--- src/button_debounce_autorepeat_assert.svh ---
`ifndef BUTTON_DEBOUNCE_AUTOREPEAT_ASSERT_SVH
`define BUTTON_DEBOUNCE_AUTOREPEAT_ASSERT_SVH

// same-cycle implication
`define BDA_ASSERT_IMPL(lbl, ck, rs, ante, cons, msg) \
  lbl: assert property (@(posedge ck) disable iff (rs) (ante) |-> (cons)) \
    else $error(msg);

// next-cycle implication
`define BDA_ASSERT_NEXT(lbl, ck, rs, ante, cons, msg) \
  lbl: assert property (@(posedge ck) disable iff (rs) (ante) |=> (cons)) \
    else $error(msg);

`endif

--- src/bda_pkg.sv ---
package bda_pkg;

  localparam int STAMP_W     = 32;
  localparam int MS_W        = 16;
  localparam int US_W        = 26;
  localparam int TALLY_W     = 16;
  localparam int US_PER_MS   = 1000;
  localparam int WRAP_LIMIT  = 64;
  localparam int CFG_INDEX_W = 2;

  localparam int CMD_DEPTH_DEF = 2;
  localparam int RES_DEPTH_DEF = 2;

  localparam logic [TALLY_W-1:0] TALLY_MAX = '1;

  // register indexes
  localparam logic [CFG_INDEX_W-1:0] CFG_INVERT   = 2'd0;
  localparam logic [CFG_INDEX_W-1:0] CFG_DEBOUNCE = 2'd1;
  localparam logic [CFG_INDEX_W-1:0] CFG_DELAY    = 2'd2;
  localparam logic [CFG_INDEX_W-1:0] CFG_INTERVAL = 2'd3;

  typedef struct packed {
    logic               pin_level;
    logic [STAMP_W-1:0] now_us;
    logic               take_repeats;
  } in_t;

  typedef struct packed {
    logic               went_down;
    logic               went_up;
    logic               held;
    logic [STAMP_W-1:0] last_press_us;
    logic [STAMP_W-1:0] current_press_us;
    logic [TALLY_W-1:0] repeat_total;
  } out_t;

  // classified poll
  typedef struct packed {
    logic               pressed;
    logic [STAMP_W-1:0] now_us;
    logic               take;
  } cmd_t;

  typedef struct packed {
    logic               start;
    logic [STAMP_W-1:0] dividend;
    logic [US_W-1:0]    divisor;
  } div_req_t;

  typedef struct packed {
    logic               busy;
    logic               done;
    logic [STAMP_W-1:0] quotient;
    logic [US_W-1:0]    remainder;
  } div_rsp_t;

endpackage

--- src/bda_front.sv ---
module bda_front #(
  parameter int DEPTH = bda_pkg::CMD_DEPTH_DEF
) (
  input  logic         clk,
  input  logic         rst,
  input  logic         push,
  output logic         full,
  input  bda_pkg::in_t item,
  input  logic         invert,
  output logic         cmd_valid,
  output bda_pkg::cmd_t cmd,
  input  logic         cmd_pop
);
  import bda_pkg::*;

  localparam int PTR_W = $clog2(DEPTH);
  localparam int CNT_W = $clog2(DEPTH + 1);

  cmd_t             slots [DEPTH];
  logic [PTR_W-1:0] wr_ptr;
  logic [PTR_W-1:0] rd_ptr;
  logic [CNT_W-1:0] count;
  logic             do_push;
  logic             do_pop;
  cmd_t             entry;

  assign full      = (count == CNT_W'(DEPTH));
  assign cmd_valid = (count != '0);
  assign cmd       = slots[rd_ptr];
  assign do_push   = push && !full;
  assign do_pop    = cmd_pop && cmd_valid;

  // pressed is the pin level seen through the polarity setting
  always_comb begin
    entry.pressed = item.pin_level ^ invert;
    entry.now_us  = item.now_us;
    entry.take    = item.take_repeats;
  end

  always_ff @(posedge clk) begin
    if (do_push) begin
      slots[wr_ptr] <= entry;
    end
  end

  always_ff @(posedge clk) begin
    if (rst) begin
      wr_ptr <= '0;
      rd_ptr <= '0;
      count  <= '0;
    end else begin
      if (do_push) begin
        wr_ptr <= (wr_ptr == PTR_W'(DEPTH - 1)) ? '0 : wr_ptr + PTR_W'(1);
      end
      if (do_pop) begin
        rd_ptr <= (rd_ptr == PTR_W'(DEPTH - 1)) ? '0 : rd_ptr + PTR_W'(1);
      end
      case ({do_push, do_pop})
        2'b10:   count <= count + CNT_W'(1);
        2'b01:   count <= count - CNT_W'(1);
        default: count <= count;
      endcase
    end
  end

endmodule

--- src/bda_div.sv ---
module bda_div (
  input  logic              clk,
  input  logic              rst,
  input  bda_pkg::div_req_t req,
  output bda_pkg::div_rsp_t rsp
);
  import bda_pkg::*;

  localparam int CNT_W = $clog2(STAMP_W);

  logic [STAMP_W-1:0] quo;
  logic [US_W-1:0]    rem;
  logic [US_W-1:0]    dvs;
  logic [CNT_W-1:0]   cnt;
  logic               busy;
  logic               done;
  logic [US_W:0]      cand;
  logic               ge;
  logic [US_W:0]      diff;

  // restoring division, one quotient bit per cycle
  always_comb begin
    cand = {rem, quo[STAMP_W-1]};
    ge   = (cand >= {1'b0, dvs});
    diff = cand - {1'b0, dvs};
  end

  always_ff @(posedge clk) begin
    if (req.start) begin
      quo <= req.dividend;
      rem <= '0;
      dvs <= req.divisor;
    end else if (busy) begin
      quo <= {quo[STAMP_W-2:0], ge};
      rem <= ge ? diff[US_W-1:0] : cand[US_W-1:0];
    end
  end

  always_ff @(posedge clk) begin
    if (rst) begin
      busy <= 1'b0;
      done <= 1'b0;
      cnt  <= '0;
    end else begin
      done <= 1'b0;
      if (req.start) begin
        busy <= 1'b1;
        cnt  <= '0;
      end else if (busy) begin
        cnt <= cnt + CNT_W'(1);
        if (cnt == CNT_W'(STAMP_W - 1)) begin
          busy <= 1'b0;
          done <= 1'b1;
        end
      end
    end
  end

  always_comb begin
    rsp.busy      = busy;
    rsp.done      = done;
    rsp.quotient  = quo;
    rsp.remainder = rem;
  end

endmodule

--- src/bda_back.sv ---
`include "button_debounce_autorepeat_assert.svh"

module bda_back (
  input  logic                     clk,
  input  logic                     rst,
  input  logic                     cmd_valid,
  input  bda_pkg::cmd_t            cmd,
  output logic                     cmd_pop,
  input  logic [bda_pkg::US_W-1:0] debounce_us,
  input  logic [bda_pkg::US_W-1:0] delay_us,
  input  logic [bda_pkg::US_W-1:0] step_us,
  output logic                     res_push,
  output bda_pkg::out_t            res,
  input  logic                     res_full
);
  import bda_pkg::*;

  localparam logic [1:0] MODE_RELEASED = 2'd0;
  localparam logic [1:0] MODE_DEBOUNCE = 2'd1;
  localparam logic [1:0] MODE_PRESSED  = 2'd2;
  localparam logic [1:0] MODE_REPEAT   = 2'd3;

  localparam logic [2:0] S_IDLE   = 3'd0;
  localparam logic [2:0] S_EXEC   = 3'd1;
  localparam logic [2:0] S_CU_SUM = 3'd2;
  localparam logic [2:0] S_CU_CMP = 3'd3;
  localparam logic [2:0] S_CU_DIV = 3'd4;
  localparam logic [2:0] S_HOLD   = 3'd5;
  localparam logic [2:0] S_FINISH = 3'd6;

  localparam int WRAP_W = $clog2(WRAP_LIMIT);

  logic [2:0]         state;
  logic [1:0]         mode;
  logic [STAMP_W-1:0] start_stamp;
  logic [STAMP_W-1:0] last_len;
  logic [STAMP_W-1:0] last_rep;
  logic [TALLY_W-1:0] tally;
  cmd_t               cur;
  logic               down;
  logic               up;
  logic               held;
  logic [WRAP_W-1:0]  wraps;
  logic [STAMP_W-1:0] s_sum;

  logic [STAMP_W-1:0] deb_end;
  logic [STAMP_W-1:0] delay_end;
  logic [STAMP_W:0]   tally_sum;
  logic [TALLY_W-1:0] tally_sat;
  logic [TALLY_W-1:0] tally_inc;
  div_req_t           div_req;
  div_rsp_t           div_rsp;

  bda_div u_div (
    .clk (clk),
    .rst (rst),
    .req (div_req),
    .rsp (div_rsp)
  );

  assign deb_end   = start_stamp + STAMP_W'(debounce_us);
  assign delay_end = start_stamp + STAMP_W'(delay_us);
  assign tally_sum = (STAMP_W+1)'(div_rsp.quotient) + (STAMP_W+1)'(tally)
                   + (STAMP_W+1)'(1);
  assign tally_sat = (tally_sum > (STAMP_W+1)'(TALLY_MAX)) ? TALLY_MAX
                                                           : tally_sum[TALLY_W-1:0];
  assign tally_inc = (tally == TALLY_MAX) ? TALLY_MAX : tally + TALLY_W'(1);

  assign cmd_pop  = (state == S_IDLE) && cmd_valid && !res_full;
  assign res_push = (state == S_FINISH);

  // repeats still owed: divide the gap to now by the interval
  always_comb begin
    div_req.start    = (state == S_CU_CMP) && (s_sum < cur.now_us);
    div_req.dividend = cur.now_us - s_sum - STAMP_W'(1);
    div_req.divisor  = step_us;
  end

  always_comb begin
    res.went_down        = down;
    res.went_up          = up;
    res.held             = held;
    res.last_press_us    = last_len;
    res.current_press_us = cur.now_us - start_stamp;
    res.repeat_total     = cur.take ? tally : '0;
  end

  always_ff @(posedge clk) begin
    if (cmd_pop) begin
      cur <= cmd;
    end
    if (state == S_CU_SUM) begin
      s_sum <= last_rep + STAMP_W'(step_us);
    end
  end

  always_ff @(posedge clk) begin
    if (rst) begin
      state       <= S_IDLE;
      mode        <= MODE_RELEASED;
      start_stamp <= '0;
      last_len    <= '0;
      last_rep    <= '0;
      tally       <= '0;
      down        <= 1'b0;
      up          <= 1'b0;
      held        <= 1'b0;
      wraps       <= '0;
    end else begin
      unique case (state)
        S_IDLE: begin
          if (cmd_pop) begin
            down  <= 1'b0;
            up    <= 1'b0;
            held  <= 1'b0;
            state <= S_EXEC;
          end
        end
        S_EXEC: begin
          unique case (mode) inside
            MODE_RELEASED: begin
              if (cur.pressed) begin
                mode        <= MODE_DEBOUNCE;
                start_stamp <= cur.now_us;
              end
              state <= S_FINISH;
            end
            MODE_DEBOUNCE: begin
              if (cur.pressed) begin
                if (cur.now_us >= deb_end) begin
                  down        <= 1'b1;
                  mode        <= MODE_PRESSED;
                  start_stamp <= cur.now_us;
                  tally       <= TALLY_W'(1);
                end
              end else begin
                mode <= MODE_RELEASED;
              end
              state <= S_FINISH;
            end
            MODE_PRESSED, MODE_REPEAT: begin
              wraps <= '0;
              if (mode == MODE_REPEAT && step_us != '0) begin
                state <= S_CU_SUM;
              end else begin
                state <= S_HOLD;
              end
            end
            default: state <= S_FINISH;
          endcase
        end
        S_CU_SUM: begin
          state <= S_CU_CMP;
        end
        S_CU_CMP: begin
          state <= div_req.start ? S_CU_DIV : S_HOLD;
        end
        S_CU_DIV: begin
          if (div_rsp.done) begin
            tally    <= tally_sat;
            last_rep <= cur.now_us - STAMP_W'(1) - STAMP_W'(div_rsp.remainder);
            if (wraps == WRAP_W'(WRAP_LIMIT - 1)) begin
              state <= S_HOLD;
            end else begin
              wraps <= wraps + WRAP_W'(1);
              state <= S_CU_SUM;
            end
          end
        end
        S_HOLD: begin
          held <= cur.pressed;
          if (cur.pressed) begin
            if (mode == MODE_PRESSED && delay_us != '0 && cur.now_us >= delay_end) begin
              mode     <= MODE_REPEAT;
              last_rep <= cur.now_us;
              tally    <= tally_inc;
            end
          end else begin
            up       <= 1'b1;
            mode     <= MODE_RELEASED;
            last_len <= cur.now_us - start_stamp;
          end
          state <= S_FINISH;
        end
        S_FINISH: begin
          if (cur.take) begin
            tally <= '0;
          end
          state <= S_IDLE;
        end
        default: state <= S_IDLE;
      endcase
    end
  end

  `BDA_ASSERT_IMPL(a_res_room, clk, rst, res_push, !res_full, "result written into full queue")
  `BDA_ASSERT_IMPL(a_div_free, clk, rst, div_req.start, !div_rsp.busy, "divider restarted while busy")
  `BDA_ASSERT_NEXT(a_item_start, clk, rst, cmd_pop, state == S_EXEC, "popped item not started")
  `BDA_ASSERT_IMPL(a_one_edge, clk, rst, res_push, !(down && up), "down and up in one result")

endmodule

--- src/bda_resq.sv ---
module bda_resq #(
  parameter int DEPTH = bda_pkg::RES_DEPTH_DEF
) (
  input  logic          clk,
  input  logic          rst,
  input  logic          res_push,
  input  bda_pkg::out_t res,
  output logic          res_full,
  output logic          empty,
  input  logic          pop,
  output bda_pkg::out_t result
);
  import bda_pkg::*;

  localparam int PTR_W = $clog2(DEPTH);
  localparam int CNT_W = $clog2(DEPTH + 1);

  out_t             slots [DEPTH];
  logic [PTR_W-1:0] wr_ptr;
  logic [PTR_W-1:0] rd_ptr;
  logic [CNT_W-1:0] count;
  logic             do_push;
  logic             do_pop;

  assign res_full = (count == CNT_W'(DEPTH));
  assign empty    = (count == '0);
  assign result   = slots[rd_ptr];
  assign do_push  = res_push && !res_full;
  assign do_pop   = pop && !empty;

  always_ff @(posedge clk) begin
    if (do_push) begin
      slots[wr_ptr] <= res;
    end
  end

  always_ff @(posedge clk) begin
    if (rst) begin
      wr_ptr <= '0;
      rd_ptr <= '0;
      count  <= '0;
    end else begin
      if (do_push) begin
        wr_ptr <= (wr_ptr == PTR_W'(DEPTH - 1)) ? '0 : wr_ptr + PTR_W'(1);
      end
      if (do_pop) begin
        rd_ptr <= (rd_ptr == PTR_W'(DEPTH - 1)) ? '0 : rd_ptr + PTR_W'(1);
      end
      case ({do_push, do_pop})
        2'b10:   count <= count + CNT_W'(1);
        2'b01:   count <= count - CNT_W'(1);
        default: count <= count;
      endcase
    end
  end

endmodule

--- src/button_debounce_autorepeat.sv ---
// Button debouncer with auto-repeat. Each poll pushed in carries the raw pin
// level, a free-running 32-bit microsecond timestamp and a take flag; each
// poll yields exactly one result, in order, holding the down and up pulses,
// the held level, the last and current press durations and, when take is
// set, the repeat count, which is then cleared. Polls wait in an input queue
// of CMD_DEPTH entries and results in an output queue of RES_DEPTH entries,
// so both sides may stall on their own. A poll goes through idle, exec and
// finish in the released and debounce states, plus hold when pressed; in the
// repeat state each pass over the repeat stamp adds a sum and a compare state,
// and a pass that owes repeats adds a restoring divide, with at most 64 passes
// per poll. The time settings are written in milliseconds and held in
// microseconds; write them only while no poll is in flight.
module button_debounce_autorepeat #(
  parameter int CMD_DEPTH = bda_pkg::CMD_DEPTH_DEF,
  parameter int RES_DEPTH = bda_pkg::RES_DEPTH_DEF
) (
  input  logic                            clk,
  input  logic                            rst,
  input  logic                            push,
  output logic                            full,
  input  bda_pkg::in_t                    item,
  output logic                            empty,
  input  logic                            pop,
  output bda_pkg::out_t                   result,
  input  logic                            cfg_valid,
  output logic                            cfg_ready,
  input  logic [bda_pkg::CFG_INDEX_W-1:0] cfg_index,
  input  logic [bda_pkg::MS_W-1:0]        cfg_data
);
  import bda_pkg::*;

  logic            invert;
  logic [US_W-1:0] debounce_us;
  logic [US_W-1:0] delay_us;
  logic [US_W-1:0] step_us;
  logic [US_W-1:0] data_us;
  logic            cmd_valid;
  cmd_t            cmd;
  logic            cmd_pop;
  logic            res_push;
  out_t            res;
  logic            res_full;

  assign cfg_ready = 1'b1;
  assign data_us   = US_W'(cfg_data * US_PER_MS);

  always_ff @(posedge clk) begin
    if (rst) begin
      invert      <= 1'b0;
      debounce_us <= '0;
      delay_us    <= '0;
      step_us     <= '0;
    end else if (cfg_valid && cfg_ready) begin
      unique case (cfg_index)
        CFG_INVERT:   invert      <= cfg_data[0];
        CFG_DEBOUNCE: debounce_us <= data_us;
        CFG_DELAY:    delay_us    <= data_us;
        CFG_INTERVAL: step_us     <= data_us;
        default:      invert      <= invert;
      endcase
    end
  end

  bda_front #(
    .DEPTH (CMD_DEPTH)
  ) u_front (
    .clk       (clk),
    .rst       (rst),
    .push      (push),
    .full      (full),
    .item      (item),
    .invert    (invert),
    .cmd_valid (cmd_valid),
    .cmd       (cmd),
    .cmd_pop   (cmd_pop)
  );

  bda_back u_back (
    .clk         (clk),
    .rst         (rst),
    .cmd_valid   (cmd_valid),
    .cmd         (cmd),
    .cmd_pop     (cmd_pop),
    .debounce_us (debounce_us),
    .delay_us    (delay_us),
    .step_us     (step_us),
    .res_push    (res_push),
    .res         (res),
    .res_full    (res_full)
  );

  bda_resq #(
    .DEPTH (RES_DEPTH)
  ) u_resq (
    .clk      (clk),
    .rst      (rst),
    .res_push (res_push),
    .res      (res),
    .res_full (res_full),
    .empty    (empty),
    .pop      (pop),
    .result   (result)
  );

endmodule

--- config.mk ---
export PLATFORM = sky130hd
export DESIGN_NAME = button_debounce_autorepeat
export DESIGN_NICKNAME = d
export VERILOG_FILES = /design/src/bda_pkg.sv /design/src/bda_front.sv /design/src/bda_div.sv /design/src/bda_back.sv /design/src/bda_resq.sv /design/src/button_debounce_autorepeat.sv
export VERILOG_INCLUDE_DIRS = /design/src /design/src/src
export SDC_FILE = /design/constraint.sdc
export NUM_CORES = 1
export LEC_CHECK = 0
export BUFFER_PORTS_ARGS = -buffer_cell sky130_fd_sc_hd__buf_4
export CAP_MARGIN = 25
export CORE_MARGIN = 2
export CORE_UTILIZATION = 46
export CTS_BUF_LIST = sky130_fd_sc_hd__clkbuf_8 sky130_fd_sc_hd__clkbuf_16
export CTS_CLUSTER_DIAMETER = 40
export CTS_CLUSTER_SIZE = 24
export DETAILED_ROUTE_END_ITERATION = 8
export PLACE_DENSITY = 0.66
export SLEW_MARGIN = 0
export SYNTH_ARGS = -nofsm -noshare
export SYNTH_HDL_FRONTEND = slang
export SYNTH_SLANG_ARGS = --single-unit
--- constraint.sdc ---
create_clock -name clk -period 4.75 [get_ports clk]
set_input_delay 0.475 -clock clk [delete_from_list [all_inputs] [get_ports clk]]
set_output_delay 0.475 -clock clk [all_outputs]
set_load 0.01 [all_outputs]
=== Word-level counts from Yosys, hierarchy flattened ===
Memory sizes are Yosys's and may differ from the RTL's. A register that Yosys moved wholly into a read port is not among the register bits.
Index checks and enable logic that the tools add are counted.
W data, S select, Z words.

* Bitwise operators: 3
* Reduce and logical (&&, ||, !) cells: 47
* $lt $le $gt $ge: 5
* Multiplexer cells: 64
* Multipliers: 1
* Add/sub/neg operators: 22
* Equal/unequal tests: 39

{| class="wikitable"
|+ Operators by type and width
! kind !! number
|-
| $mux W32 || 8
|-
| $mux W16 || 10
|-
| $pmux W32 S2 || 2
|-
| $add A32 B26 Y32 || 3
|-
| $ge A32 B32 Y1 || 2
|-
| $pmux W16 S4 || 1
|-
| $sub A32 B1 Y32 const B || 2
|-
| $sub A32 B32 Y32 || 2
|-
| $reduce_bool A26 Y1 || 2
|-
| $add A32 B16 Y33 || 1
|-
| $add A33 B1 Y33 const B || 1
|-
| $gt A33 B16 Y1 const B || 1
|-
| $lt A32 B32 Y1 || 1
|-
| $sub A32 B26 Y32 || 1
|-
| $ge A27 B26 Y1 || 1
|-
| $mux W26 || 1
|-
| $sub A26 B26 Y26 || 1
|-
| $mul A16 B7 Y23 const B || 1
|-
| $mux W1 || 20
|-
| $reduce_bool A2 Y1 || 10
|-
| $mux W6 || 3
|-
| $pmux W3 S6 || 1
|-
| $add A16 B1 Y16 const B || 1
|-
| $eq A16 B16 Y1 const B || 1
|-
| 37 further kinds || 104
|}

* Logic and storage cells: 210
* Memory bits (writable): 234
* Memories kept: 2
* Flip-flop bits (word level): 324

{| class="wikitable"
|+ Memories
! name !! words !! bits a word !! rd ports !! clocked after Yosys merged registers in !! write ports !! RTL line !! source
|-
| u_resq.slots || 2 || 83 || 1 || 1 || 1 || bda_resq.sv:18 || <nowiki>out_t slots [DEPTH];</nowiki>
|-
| u_front.slots || 2 || 34 || 1 || 1 || 1 || bda_front.sv:19 || <nowiki>cmd_t slots [DEPTH];</nowiki>
|}

=== Logic depth before layout (Yosys ltp) ===
* Word-level depth: 6
* Gate-level depth with buffers: 25

=== By module ===
From an unflattened synthesis, not the netlist that was laid out.

* Cell total of the unflattened synthesis: 3989
* Area total of the unflattened synthesis: 39317.7 µm²

{| class="wikitable"
|+ Modules (own cells, without submodules)
! module !! area an instance (µm²) !! cells each !! times used
|-
| bda_back || 19954.1 || 2484 || 1
|-
| bda_resq || 6188.4 || 284 || 1
|-
| button_debounce_autorepeat || 5505.3 || 631 || 1
|-
| bda_div || 4989.8 || 457 || 1
|-
| bda_front || 2680.1 || 133 || 1
|}

=== Worst setup path before layout ===
Ideal clock, no wire load.

* Path type: register -> register
* Start: register u_back.state[1]
* End: memory u_resq.slots[0][0] (netlist name), enable pin
* Slack: -293 ps
* Stages on the path, launching flop included: 5
* Setup time: 525 ps
* Arrival time: 4518 ps
* Buffers on the path: 2
* Path through: dfxtp_1 -> clkbuf_1 -> buf_1 -> nand3_1 -> nor2_1

* Cells in the longest elaborated chain, start to end: 4

{| class="wikitable"
|+ Ends and longest elaborated chain
! what !! RTL line !! source
|-
| start: declaration || bda_back.sv:33 || <nowiki>logic [2:0] state;</nowiki>
|-
| start signal: assignment || bda_back.sv:156 || <nowiki>state <= div_req.start ? S_CU_DIV : S_HOLD;</nowiki>
|-
| $eq A3 B3 Y1 || bda_back.sv:70 || <nowiki>assign res_push = (state == S_FINISH);</nowiki>
|-
| $logic_and A1 B1 Y1 || bda_resq.sv:28 || <nowiki>assign do_push = res_push && !res_full;</nowiki>
|-
| $mux W1 || bda_resq.sv:32 || <nowiki>if (do_push) begin</nowiki>
|-
| $mux W1 (not written as such) || bda_resq.sv:33 || <nowiki>slots[wr_ptr] <= res;</nowiki>
|-
| end: declaration || bda_resq.sv:18 ||
|}

Every way passes these cells.

=== Final worst setup path ===
* Start: register u_back.start_stamp[3]
* End: register u_back.start_stamp[14]

* Cells in the longest elaborated chain, start to end: 4

{| class="wikitable"
|+ Ends and longest elaborated chain
! what !! RTL line !! source
|-
| start: declaration || bda_back.sv:35 || <nowiki>logic [STAMP_W-1:0] start_stamp;</nowiki>
|-
| start signal: assignment || bda_back.sv:124 || <nowiki>start_stamp <= cur.now_us;</nowiki>
|-
| start signal: assignment || bda_back.sv:133 || <nowiki>start_stamp <= cur.now_us;</nowiki>
|-
| $add A32 B26 Y32 || bda_back.sv:61 || <nowiki>assign deb_end = start_stamp + STAMP_W'(debounce_us);</nowiki>
|-
| $ge A32 B32 Y1 || bda_back.sv:130 || <nowiki>if (cur.now_us >= deb_end) begin</nowiki>
|-
| $ne A2 B2 Y1 (no source line) || - ||
|-
| $reduce_and A5 Y1 (no source line) || - ||
|}

Every way passes these cells.
A chain may end at the register's enable or synchronous reset.

==> summary.txt <==
Placement
  • Port Buffers: 141
  • Post-DP HPWL: 78660 µm
  • RePlAce Congestion: 0.9365

Worst setup path
  • Crit path kind: reg2reg
  • Crit. End Element: flip-flop
  • Startpoint Class: flip-flop
  • Slowest stage cell, crit path: or3_1
  • WP data required: roughly 5.2 ns
  • Crit Path Max Fanout: 6
  • CP delay by family, top: compound AO/OA/AOI/OAI gates
  • Buf+Inv Stages, Crit Path: 4
  • Critical Path AT: 5.48 ns
  • Max incr delay on CP: about 0.36 ns

Global routing
  • Total GRT Usage: 0.2529
  • Pin count of the biggest net entering global routing: 110
  • Total global routing overflow: 0
  • Global-route wire length before repair: roughly 160000 µm
  • Antenna violations before repair: 4
  • Vias in the first global route: 28566

Route
  • Pre-antenna DRT Iters: 5
  • Vias: around 30000
  • Iter 0 DRT Violations: between 2000 and 2500
  • DRC: 0
  • ANT nets after route: 0
  • Final WL: 108100 µm
  • Vias/cell: between 5 and 6
  • DR WL/cell: a little over 20 µm

Worst hold path
  • HP Class: in2reg

Yosys
  • Ys flop type: edfxtp_1
  • EDFF count, synth: 355
  • Synth top area share: 0.2847
  • Synth area leader: edfxtp_1
  • Yosys reg bits: 593
  • Top post-synthesis cells by area: edfxtp_1 28%, dfxtp_1 13%, ha_1 12%, mux2_2 4.4%, a21oi_1 4.1%
  • Cell with the most instances after synthesis: edfxtp_1
  • Post-Syn Nets: 4246
  • Commonest cells in the netlist: 355 x edfxtp_1, 345 x ha_1, 311 x nand2_1
  • Seq/Total Area, Yosys: 0.4120
  • FFs w/ async S/R, synth: 0
  • Mapped Cells: 3782
  • Synth Area per Inst: 9.899 µm²
  • Yosys cell types: 75
  • Synth Warn #: 0
  • Cell area after technology mapping: between 30000 and 40000 µm²

Cells and area
  • Fraction of layout cells with a size suffix above 1: 0.2022
  • Fill cell count: 6872
  • Final net count: 4640
  • Layout area overhead: 22.42%
  • Final core occ: 0.5690

STA
  • RSZ-0062 raised after global routing: yes
  • Fin crit share: 1.050
  • Setup ws final: -0.2379 ns
  • Hold slack: between 0.15 and 0.2 ns
  • Final Hold Viols: 0
  • Final Setup Violations: slightly above 70
  • Max-slew violations: 0
  • Slew margin rel.: 0.3262
  • FMAX: 200.5 MHz
  • Worst slew pin tran: a little over 1 ns
  • Max Clock Skew: 0.07727 ns
  • Min cycle time layout: 4.988 ns

Floorplanning
  • I/O pins: 143
  • Die Ht: 289.3 µm
  • Die Span X: approximately 290 µm
  • Core Rows: 104
  • Core area: 80550 µm²
  • Die ar.: 83690 µm²
  • Effective utilization at floorplan: 0.4648

Run status
  • Status: finished, violations left
  • Failing checks: setup timing

Power and ir drop
  • Pleak: about 19 nW
  • Power Dens Cells: 589.1 nW/µm²
  • Worst VDD drop: 0.3661 mV

Clock network
  • Max H-tree Level: 3
  • CTS tree: done
  • Clock sink count: 593
  • Clock Tree Root: clkbuf_16
  • Worst-Skew Late Latency: 0.70 ns
  • CTS Buf Count: a little over 90
  • CTS Buffer Depth: 3
  • Clock transition at path regs: 0.06 ns

Flow run
  • Max cap viols: 0
## routing by layer
layer / track usage / part of all wire / vias up
li1: - / - / 14552
met1: 0.3435 / 0.44 / 14305
met3: 0.04055 / 0.064 / 231
met2: 0.3989 / 0.45 / 927
met4: 0.1103 / 0.046 / 2
met5: 0 / 0.00014 / -
## worst paths after layout
path	from	to	slack, ns	depth (start not counted)
setup reg to reg	u_back.start_stamp[3]	u_back.start_stamp[14]	-0.24	26
setup / recovery	u_back.start_stamp[3]	u_back.start_stamp[14]	-0.24	26
hold reg to reg	u_back.last_rep[2]	u_back.s_sum[2]	0.41	0
hold / removal	item[33]	u_front.slots[1][33]	0.18	2
## report_power, final
| group | switching (mW) | internal, mW | leakage, nW | total (mW) |
|---|---|---|---|---|
| registers | 1.13 | 6.39 | 5.14 | 7.52 |
| logic | 7.28 | 5.33 | 12.1 | 12.6 |
| clock network | 2.91 | 3.96 | 1.59 | 6.87 |
| total | 11.3 | 15.7 | 18.8 | 27.0 |
## metrics by stage
stage	setup WS [ns]	setup TNS (ns)	area [µm²]	power (mW)	cells
global route	-0.4992	-28.96	45830	28.62	5315
detailed placement	-0.8611	-49.51	41150	19.59	5078
CTS	-0.2828	-13.40	45390	26.78	5304
floorplan	-0.2934	-48.71	37460	15.22	3782
global placement	-0.6933	-40.79	41150	19.47	5078
finish	-0.2379	-8.801	45830	27.00	5315
## cell usage in the layout (no fill, tap or decap), types with 19 or more instances in the layout
cell type        n
o211ai_1        32
nand2b_1        32
nor3_1          67
a211oi_1        48
mux2i_1         53
o21ai_0        153
fa_1            60
nand3_1         80
a21o_1         101
nor4_1          30
a21oi_1        289
clkbuf_16       95
o21bai_1        32
inv_1          262
dlygate4sd3_1   33
a21oi_2         20
a31oi_1         22
and2_1          30
or3_1           21
nand2_1        303
edfxtp_1       355
o21a_1          37
ha_1           341
nand4_1         38
nor2_1         278
nor2b_1         42
and3_1          40
xor2_1          76
mux2_2         146
inv_6           20
xnor2_1        144
a211oi_2        19
dfxtp_1        231
buf_4          360
## final cells by class
| type | instances | area (µm²) | share of cell area |
|---|---|---|---|
| sequential | 593 | 15440 | 0.3368 |
| tap | 1060 | 1326 | 0.02894 |
| antenna | 1 | 2.502 | 0.00005460 |
| clock inverter | 72 | 828.3 | 0.01807 |
| inverter | 261 | 979.7 | 0.02138 |
| clock buffer | 99 | 2421 | 0.05282 |
| timing repair buffer | 430 | 3690 | 0.08051 |
| multi-input combinational | 2799 | 21150 | 0.4614 |
## state kept, by name, indices dropped and copies added (netlist names), 2 cells and up, named ones only
register and flops:
debounce_us 23, u_front.slots 68, u_back.state 3, u_back.wraps 6, u_back.s_sum 32, u_back.u_div.rem 26, u_back.u_div.quo 32, u_back.u_div.cnt 5
step_us 23, u_back.cur 34, u_back.mode 2, u_resq.slots 166, u_resq.count 2, u_front.count 2, u_back.last_len 32, u_back.last_rep 32
u_back.start_stamp 32, u_back.u_div.dvs 23, u_back.tally 16, delay_us 23
## cells by family (layout without fill, tap and decap cells)
group / count (synthesis) / after routing / synth area share
AOI/OAI and AO/OA: 922 / 922 / 0.1575
DFF: 593 / 593 / 0.4120
and+or+nand+nor: 1049 / 1049 / 0.1319
xor gates and xnor gates: 220 / 220 / 0.05147
other: 1 / 2 / 0.0001002
adders and majority gates: 407 / 407 / 0.1485
buffers and inverters: 390 / 862 / 0.04024
muxes: 200 / 200 / 0.05835
## repair_timing
| action | in CTS | in global routing |
|---|---|---|
| hold buffers | 33 | 0 |
| gates cloned | 9 | 2 |
| setup buffers | 13 | 13 |
| pin swaps | 53 | 66 |
| hold endpoints to repair | 66 | 0 |
| setup endpoints to repair | 83 | 90 |
| resized for setup | 88 | 83 |
Note: power is estimated with default switching activity, not from simulation.
